$ cat config.mk
export PLATFORM = sky130hd
export DESIGN_NAME = char_lcd_4bit_command_sequencer
export DESIGN_NICKNAME = d
export VERILOG_FILES = /design/src/sv/lcd4_pkg.sv /design/src/sv/lcd4_front.sv /design/src/sv/lcd4_queue.sv /design/src/sv/lcd4_back.sv /design/src/sv/char_lcd_4bit_command_sequencer.sv
export SDC_FILE = /design/constraint.sdc
export NUM_CORES = 1
export LEC_CHECK = 0
export ABC_CLOCK_PERIOD_IN_PS = 1850
export BUFFER_PORTS_ARGS = -buffer_cell sky130_fd_sc_hd__buf_2
export CORE_MARGIN = 4
export CORE_UTILIZATION = 30
export CTS_CLUSTER_SIZE = 25
export DETAILED_ROUTE_END_ITERATION = 8
export PLACE_DENSITY = 0.58
export RECOVER_POWER = 25
export SLEW_MARGIN = 30
export SYNTH_ARGS = -nofsm -noshare
export SYNTH_HDL_FRONTEND = slang
export SYNTH_SLANG_ARGS = --single-unit
$ cat constraint.sdc
create_clock -name clk -period 1.85 [get_ports clk]
set_input_delay 0.2775 -clock clk [delete_from_list [all_inputs] [get_ports clk]]
set_output_delay 0.2775 -clock clk [all_outputs]
set_load 0.005 [all_outputs]
$ cat src/sv/lcd4_pkg.sv
package lcd4_pkg;

	typedef struct packed {
		logic [2:0] req_type;
		logic [7:0] column;
		logic [2:0] row;
		logic [7:0] char_code;
	} req_t;

	typedef struct packed {
		logic        reg_select;
		logic [3:0]  nibble;
		logic [15:0] wait_before_us;
		logic [12:0] wait_after_us;
		logic        last_of_run;
	} res_t;

	// one classified command between front and back
	typedef struct packed {
		logic       is_init;
		logic       rs;
		logic [7:0] data;
		logic       long_settle;
	} cmd_t;

	localparam logic [2:0] REQ_INIT   = 3'd0;
	localparam logic [2:0] REQ_CLEAR  = 3'd1;
	localparam logic [2:0] REQ_HOME   = 3'd2;
	localparam logic [2:0] REQ_CURSOR = 3'd3;
	localparam logic [2:0] REQ_CHAR   = 3'd4;

	localparam logic [7:0] CMD_CLEAR   = 8'h01;
	localparam logic [7:0] CMD_SET_DDR = 8'h80;

	localparam logic [7:0] ROW_OFFSET [4] = '{8'h00, 8'h40, 8'h14, 8'h54};

	localparam int          QUEUE_DEPTH  = 2;
	localparam logic [3:0]  INIT_LAST    = 4'd13;

	localparam logic [15:0] POWER_UP_US  = 16'd50000;
	localparam logic [12:0] SETTLE_US    = 13'd50;
	localparam logic [12:0] BYTE_US      = 13'd90;
	localparam logic [12:0] LONG_BYTE_US = 13'd2090;
	localparam logic [12:0] WAKE1_US     = 13'd5050;
	localparam logic [12:0] WAKE2_US     = 13'd2050;

	function automatic res_t mk_res(logic rs, logic [3:0] nib, logic [15:0] pre_us,
			logic [12:0] after, logic last);
		res_t r;
		r.reg_select     = rs;
		r.nibble         = nib;
		r.wait_before_us = pre_us;
		r.wait_after_us  = after;
		r.last_of_run    = last;
		return r;
	endfunction

	// wake nibbles, the 4-bit mode nibble, then 0x28 0x08 0x01 0x06 0x0C high nibble first
	function automatic res_t init_strobe(logic [3:0] step);
		res_t r;
		unique case (step)
			4'd0:    r = mk_res(1'b0, 4'h3, POWER_UP_US, WAKE1_US, 1'b0);
			4'd1:    r = mk_res(1'b0, 4'h3, 16'd0, WAKE2_US, 1'b0);
			4'd2:    r = mk_res(1'b0, 4'h3, 16'd0, SETTLE_US, 1'b0);
			4'd3:    r = mk_res(1'b0, 4'h2, 16'd0, SETTLE_US, 1'b0);
			4'd4:    r = mk_res(1'b0, 4'h2, 16'd0, SETTLE_US, 1'b0);
			4'd5:    r = mk_res(1'b0, 4'h8, 16'd0, BYTE_US, 1'b0);
			4'd6:    r = mk_res(1'b0, 4'h0, 16'd0, SETTLE_US, 1'b0);
			4'd7:    r = mk_res(1'b0, 4'h8, 16'd0, BYTE_US, 1'b0);
			4'd8:    r = mk_res(1'b0, 4'h0, 16'd0, SETTLE_US, 1'b0);
			4'd9:    r = mk_res(1'b0, 4'h1, 16'd0, BYTE_US, 1'b0);
			4'd10:   r = mk_res(1'b0, 4'h0, 16'd0, SETTLE_US, 1'b0);
			4'd11:   r = mk_res(1'b0, 4'h6, 16'd0, LONG_BYTE_US, 1'b0);
			4'd12:   r = mk_res(1'b0, 4'h0, 16'd0, SETTLE_US, 1'b0);
			4'd13:   r = mk_res(1'b0, 4'hC, 16'd0, BYTE_US, 1'b1);
			default: r = mk_res(1'b0, 4'h0, 16'd0, SETTLE_US, 1'b1);
		endcase
		return r;
	endfunction

endpackage

$ cat src/sv/lcd4_front.sv
module lcd4_front (
	input  logic            push,
	output logic            full,
	input  lcd4_pkg::req_t  req,
	input  logic            q_full,
	output logic            q_wr,
	output lcd4_pkg::cmd_t  q_cmd
);
	import lcd4_pkg::*;

	logic       keep;
	logic [7:0] addr;

	assign full = q_full;
	assign addr = req.column + ROW_OFFSET[req.row[1:0]];

	always_comb begin
		keep              = 1'b1;
		q_cmd.is_init     = 1'b0;
		q_cmd.rs          = 1'b0;
		q_cmd.data        = 8'h00;
		q_cmd.long_settle = 1'b0;
		unique case (req.req_type)
			REQ_INIT: begin
				q_cmd.is_init = 1'b1;
			end
			REQ_CLEAR: begin
				q_cmd.data        = CMD_CLEAR;
				q_cmd.long_settle = 1'b1;
			end
			REQ_HOME: begin
				q_cmd.data = CMD_SET_DDR;
			end
			REQ_CURSOR: begin
				// rows 4..7 are dropped
				keep       = ~req.row[2];
				q_cmd.data = CMD_SET_DDR | addr;
			end
			REQ_CHAR: begin
				q_cmd.rs   = 1'b1;
				q_cmd.data = req.char_code;
			end
			default: begin
				keep = 1'b0;
			end
		endcase
	end

	assign q_wr = push & ~q_full & keep;

endmodule

$ cat src/sv/lcd4_queue.sv
module lcd4_queue (
	input  logic            clk,
	input  logic            arst_n,
	input  logic            wr,
	input  lcd4_pkg::cmd_t  wr_cmd,
	output logic            full,
	input  logic            rd,
	output lcd4_pkg::cmd_t  rd_cmd,
	output logic            empty
);
	import lcd4_pkg::*;

	localparam int PW = $clog2(QUEUE_DEPTH);
	localparam int CW = $clog2(QUEUE_DEPTH + 1);

	cmd_t          mem_q [QUEUE_DEPTH];
	logic [PW-1:0] wr_ptr_q;
	logic [PW-1:0] rd_ptr_q;
	logic [CW-1:0] count_q;

	assign full   = count_q == CW'(QUEUE_DEPTH);
	assign empty  = count_q == '0;
	assign rd_cmd = mem_q[rd_ptr_q];

	always_ff @(posedge clk) begin
		if (wr) begin
			mem_q[wr_ptr_q] <= wr_cmd;
		end
	end

	always_ff @(posedge clk or negedge arst_n) begin
		if (!arst_n) begin
			wr_ptr_q <= '0;
			rd_ptr_q <= '0;
			count_q  <= '0;
		end else begin
			if (wr) begin
				wr_ptr_q <= (wr_ptr_q == PW'(QUEUE_DEPTH - 1)) ? '0 : wr_ptr_q + 1'b1;
			end
			if (rd) begin
				rd_ptr_q <= (rd_ptr_q == PW'(QUEUE_DEPTH - 1)) ? '0 : rd_ptr_q + 1'b1;
			end
			if (wr && !rd) begin
				count_q <= count_q + 1'b1;
			end else if (rd && !wr) begin
				count_q <= count_q - 1'b1;
			end
		end
	end

endmodule

$ cat src/sv/lcd4_back.sv
module lcd4_back (
	input  logic            clk,
	input  logic            arst_n,
	input  logic            q_empty,
	input  lcd4_pkg::cmd_t  q_cmd,
	output logic            q_rd,
	output logic            empty,
	input  logic            pop,
	output lcd4_pkg::res_t  res
);
	import lcd4_pkg::*;

	logic       busy_q;
	logic [3:0] step_q;
	cmd_t       cmd_q;
	logic       out_valid_q;
	res_t       out_q;
	res_t       cur;
	logic       adv;

	assign empty = ~out_valid_q;
	assign res   = out_q;
	assign q_rd  = ~busy_q & ~q_empty;
	assign adv   = busy_q & (~out_valid_q | pop);

	always_comb begin
		if (cmd_q.is_init) begin
			cur = init_strobe(step_q);
		end else if (!step_q[0]) begin
			cur = mk_res(cmd_q.rs, cmd_q.data[7:4], 16'd0, SETTLE_US, 1'b0);
		end else begin
			cur = mk_res(cmd_q.rs, cmd_q.data[3:0], 16'd0,
				cmd_q.long_settle ? LONG_BYTE_US : BYTE_US, 1'b1);
		end
	end

	always_ff @(posedge clk) begin
		if (q_rd) begin
			cmd_q <= q_cmd;
		end
		if (adv) begin
			out_q <= cur;
		end
	end

	always_ff @(posedge clk or negedge arst_n) begin
		if (!arst_n) begin
			busy_q      <= 1'b0;
			step_q      <= '0;
			out_valid_q <= 1'b0;
		end else begin
			if (q_rd) begin
				busy_q <= 1'b1;
				step_q <= '0;
			end else if (adv) begin
				step_q <= step_q + 1'b1;
				if (cur.last_of_run) begin
					busy_q <= 1'b0;
				end
			end
			if (adv) begin
				out_valid_q <= 1'b1;
			end else if (pop) begin
				out_valid_q <= 1'b0;
			end
		end
	end

endmodule

$ cat src/sv/char_lcd_4bit_command_sequencer.sv
// An accepted request goes through the queue and the back end's command register into
// the output register. The back end emits one strobe per cycle from its step counter
// while the output is empty or popped; it loads a command only after the last ends.
// A two-entry command queue lets the front take requests while the back works.
// Reset (arst_n low) empties the queue, stops the sequencer and marks the output empty.
module char_lcd_4bit_command_sequencer (
	input  logic            clk,
	input  logic            arst_n,
	input  logic            push,
	output logic            full,
	input  lcd4_pkg::req_t  req,
	output logic            empty,
	input  logic            pop,
	output lcd4_pkg::res_t  res
);
	import lcd4_pkg::*;

	logic q_wr;
	logic q_rd;
	logic q_full;
	logic q_empty;
	cmd_t wr_cmd;
	cmd_t rd_cmd;

	lcd4_front u_front (
		.push   (push),
		.full   (full),
		.req    (req),
		.q_full (q_full),
		.q_wr   (q_wr),
		.q_cmd  (wr_cmd)
	);

	lcd4_queue u_queue (
		.clk    (clk),
		.arst_n (arst_n),
		.wr     (q_wr),
		.wr_cmd (wr_cmd),
		.full   (q_full),
		.rd     (q_rd),
		.rd_cmd (rd_cmd),
		.empty  (q_empty)
	);

	lcd4_back u_back (
		.clk     (clk),
		.arst_n  (arst_n),
		.q_empty (q_empty),
		.q_cmd   (rd_cmd),
		.q_rd    (q_rd),
		.empty   (empty),
		.pop     (pop),
		.res     (res)
	);

	a_no_write_when_full: assert property (@(posedge clk) disable iff (!arst_n)
		q_wr |-> !q_full)
		else $error("command written into full queue");

	a_no_read_when_empty: assert property (@(posedge clk) disable iff (!arst_n)
		q_rd |-> !q_empty)
		else $error("command read from empty queue");

	a_read_fills_output: assert property (@(posedge clk) disable iff (!arst_n)
		q_rd |=> !q_rd)
		else $error("back end loaded two commands in a row");

endmodule

==> impl_metrics.yaml <==
final_layout:
  nNetsFinal: 297
  final_util_pct: 35.6
  syn_to_final_growth_pct: 13.8
  fillers: 875
  layout-drive-gt1-share_pct: 29.5
  diodes: 0
yosys:
  ys.flop_type: "edfxtp_1"
  synth_edf_count: 45
  synth_top_cell_area_share_pct: 49.1
  ys_seq_area_share_pct: 58.2
  synthTopCellsByCount: "edfxtp_1 (45), buf_4 (25), mux2_2 (13), ha_1 (11), inv_1 (11)"
  synth.most_common_cell: "edfxtp_1"
  ys_ff_latch: 55
  netlist_area_sq_um: 2750
  yosys_warnings: 0
  yosysTopAreaCell: "edfxtp_1"
  syn_avg_cell_area_sq_um: 12.9
  async_flop_share_pct: 18.2
  synthCells: 214
  ys_types: 39
  yosys-top-cells-area: "edfxtp_1 (49%), dfrtp_1 (9.1%), buf_4 (6.8%), mux2_2 (5.3%), ha_1 (5.0%)"
timing:
  tns_ns: 0
  slew_viol_final: 0
  worst_pin_slew_ns: 1.02
  finalCritPeriodShare_pct: 85.3
  hold_viol_final: 0
  max_freq_ghz: 0.634
  skew_ns: 0.00612
  setup_viol_count_final: 0
  max-slew-margin-rel_pct: 31.6
  period_needed_ns: 1.58
  grt_setup_unrepaired: "no"
power_and_ir_drop:
  powerDensity_nw_per_um2: 1360
  total_leakage_power_uw: 0.00130
  ir_worst_vdd_mv: 0.408
clocking:
  cts.sinks: 55
  cts_root_buf: "clkbuf_8"
  cts_inserted_buffers: 5
  ctsResizeCount: 0
  h-tree-depth: 2
  clk_path_buf_depth: 2
  cts_tree: "done"
  clk_latency_ns: 0.31
  clk_pin_slew_ns: 0.11
worst_setup_path:
  crit_fanout: 4
  cp-end-kind: "register"
  reg2reg_depth: 7
  cp.required_ns: 2.10
  timing.rr.end: "u_queue.count_q[1]"
  start_kind: "register"
  worstSetupPathType: "register to register"
  crit_arrival_ns: 1.82
  reg2reg_from: "u_queue.count_q[0]"
  r2r_slack_ns: 0.27
global_route:
  grt_use_total_pct: 8.50
  overflow: 0
  grt_pass1_wl_mm: 7.47
  grt_max_degree: 21
  grt_antenna_before_repair: 0
  grt_pass1_vias: 1638
routing:
  drt-initial-drc-count: 35
  wl_per_cell_um: 11.9
  route.detailed.drc: 0
  via_per_inst: 4.56
  postRouteAntennaNets: 0
  totalWireLength_mm: 4.39
  vias: 1681
  drt-pass1-iter-count: 4
flow_run:
  max-cap-violations: 0
min_path:
  hp-start: "pop"
  holdPathStages: 3
  hold_end: "u_back.out_valid_q"
  hp-class: "primary input to register"
placement:
  place.gp.congestion: 0.744
  io_buffers: 47
  dpl.hpwl_mm: 3.33
floorplan:
  die_y_um: 104
  die-area_sq_um: 10800
  initial_core_util_pct: 31.3
  core_area_sq_um: 8810
  rows: 34
  die_w_um: 104
  io_pins: 63
outcome:
  status: "finished clean"
-- sequential cells by signal (all words and copies together), names as in the netlist --
| signal | flops |
|---|---|
| u_queue.mem_q | 22 |
| u_back.out_valid_q | 1 |
| u_queue.rd_ptr_q | 1 |
| u_back.step_q | 4 |
| u_queue.count_q | 2 |
| u_back.cmd_q | 11 |
| u_queue.wr_ptr_q | 1 |
| u_back.res | 12 |
| u_back.busy_q | 1 |
-- layout make-up --
class / instances / area (sq um) / share of cell area [%]
sequential: 55 / 1600 / 51.1
multi-input combinational: 128 / 931 / 29.7
timing repair buffer: 59 / 325 / 10.4
tap: 108 / 135 / 4.31
clock buffer: 5 / 68.8 / 2.20
inverter: 11 / 41.3 / 1.32
clock inverter: 3 / 31.3 / 0.998
-- power by group --
| part | leakage (uW) | switching [uW] | internal, uW |
|---|---|---|---|
| clock | 0.0000522 | 426 | 288 |
| sequential | 0.000545 | 255 | 1830 |
| combinational | 0.000699 | 736 | 736 |
-- worst max-delay path: stages, from the launching register on --
cell and delay (ns):
dfrtp_1 0.45, nor2b_1 0.20, nand4b_1 0.22, inv_1 0.07, ha_1 0.19, xor2_1 0.14, nor2_1 0.11, xor2_1 0.14
-- cell usage in the layout, fill, tap and decap left out, types with 8 or more instances in the layout --
cell	count
edfxtp_1	45
a22o_1	9
dfrtp_1	10
mux2_2	13
conb_1	14
buf_4	11
buf_2	45
inv_1	11
ha_1	11
a21oi_1	10
nor2_1	8
-- logic make-up (layout without fill, tap and decap cells) --
kind of cell | count (synthesis) | count (layout) | share of synthesized area [%]
muxes | 16 | 16 | 6.41
AOI/OAI and AO/OA | 36 | 36 | 8.90
and+or+nand+nor | 43 | 43 | 9.22
DFF | 55 | 55 | 58.2
adders and majority gates | 11 | 11 | 5.00
buffers and inverters | 43 | 78 | 9.50
other | 2 | 14 | 0.273
xor gates and xnor gates | 8 | 8 | 2.54
-- layer usage --
| layer | track usage (%) | share of wire [%] |
|---|---|---|
| met5 | 0 | 0 |
| met4 | 3.13 | 1.5 |
| met3 | 2.61 | 7.3 |
| met2 | 14.0 | 46 |
| met1 | 10.5 | 45 |
-- worst max path at each step --
stage                       start  depth (start not counted)             endpoint
3_5_place_dp   u_queue.count_q[0]                          7   u_queue.count_q[1]
3_3_place_gp   u_queue.count_q[0]                          7   u_queue.count_q[1]
5_1_grt        u_queue.count_q[0]                          7   u_queue.count_q[1]
6_report       u_queue.count_q[0]                          7   u_queue.count_q[1]
2_1_floorplan  u_queue.count_q[1]                          3  u_queue.mem_q[1][0]
4_1_cts        u_queue.count_q[0]                          7   u_queue.count_q[1]
-- metrics by stage --
step	setup slack [ns]	total power [uW]	cell area [sq um]	cells	hold WS, ns
floorplan	0.166	3160	2800	226	-0.0181
global placement	0.307	3580	3030	360	0.151
detailed placement	0.285	3610	3030	360	0.154
CTS	0.254	4340	3140	369	0.248
global route	0.0775	4630	3130	369	0.272
finish	0.272	4280	3130	369	0.256
-- repair_timing --
item | in CTS | in global routing
setup buffers | 0 | 0
hold endpoints to repair | 10 | 0
hold buffers | 1 | 0
No activity file was read; power rests on OpenSTA's default activity.
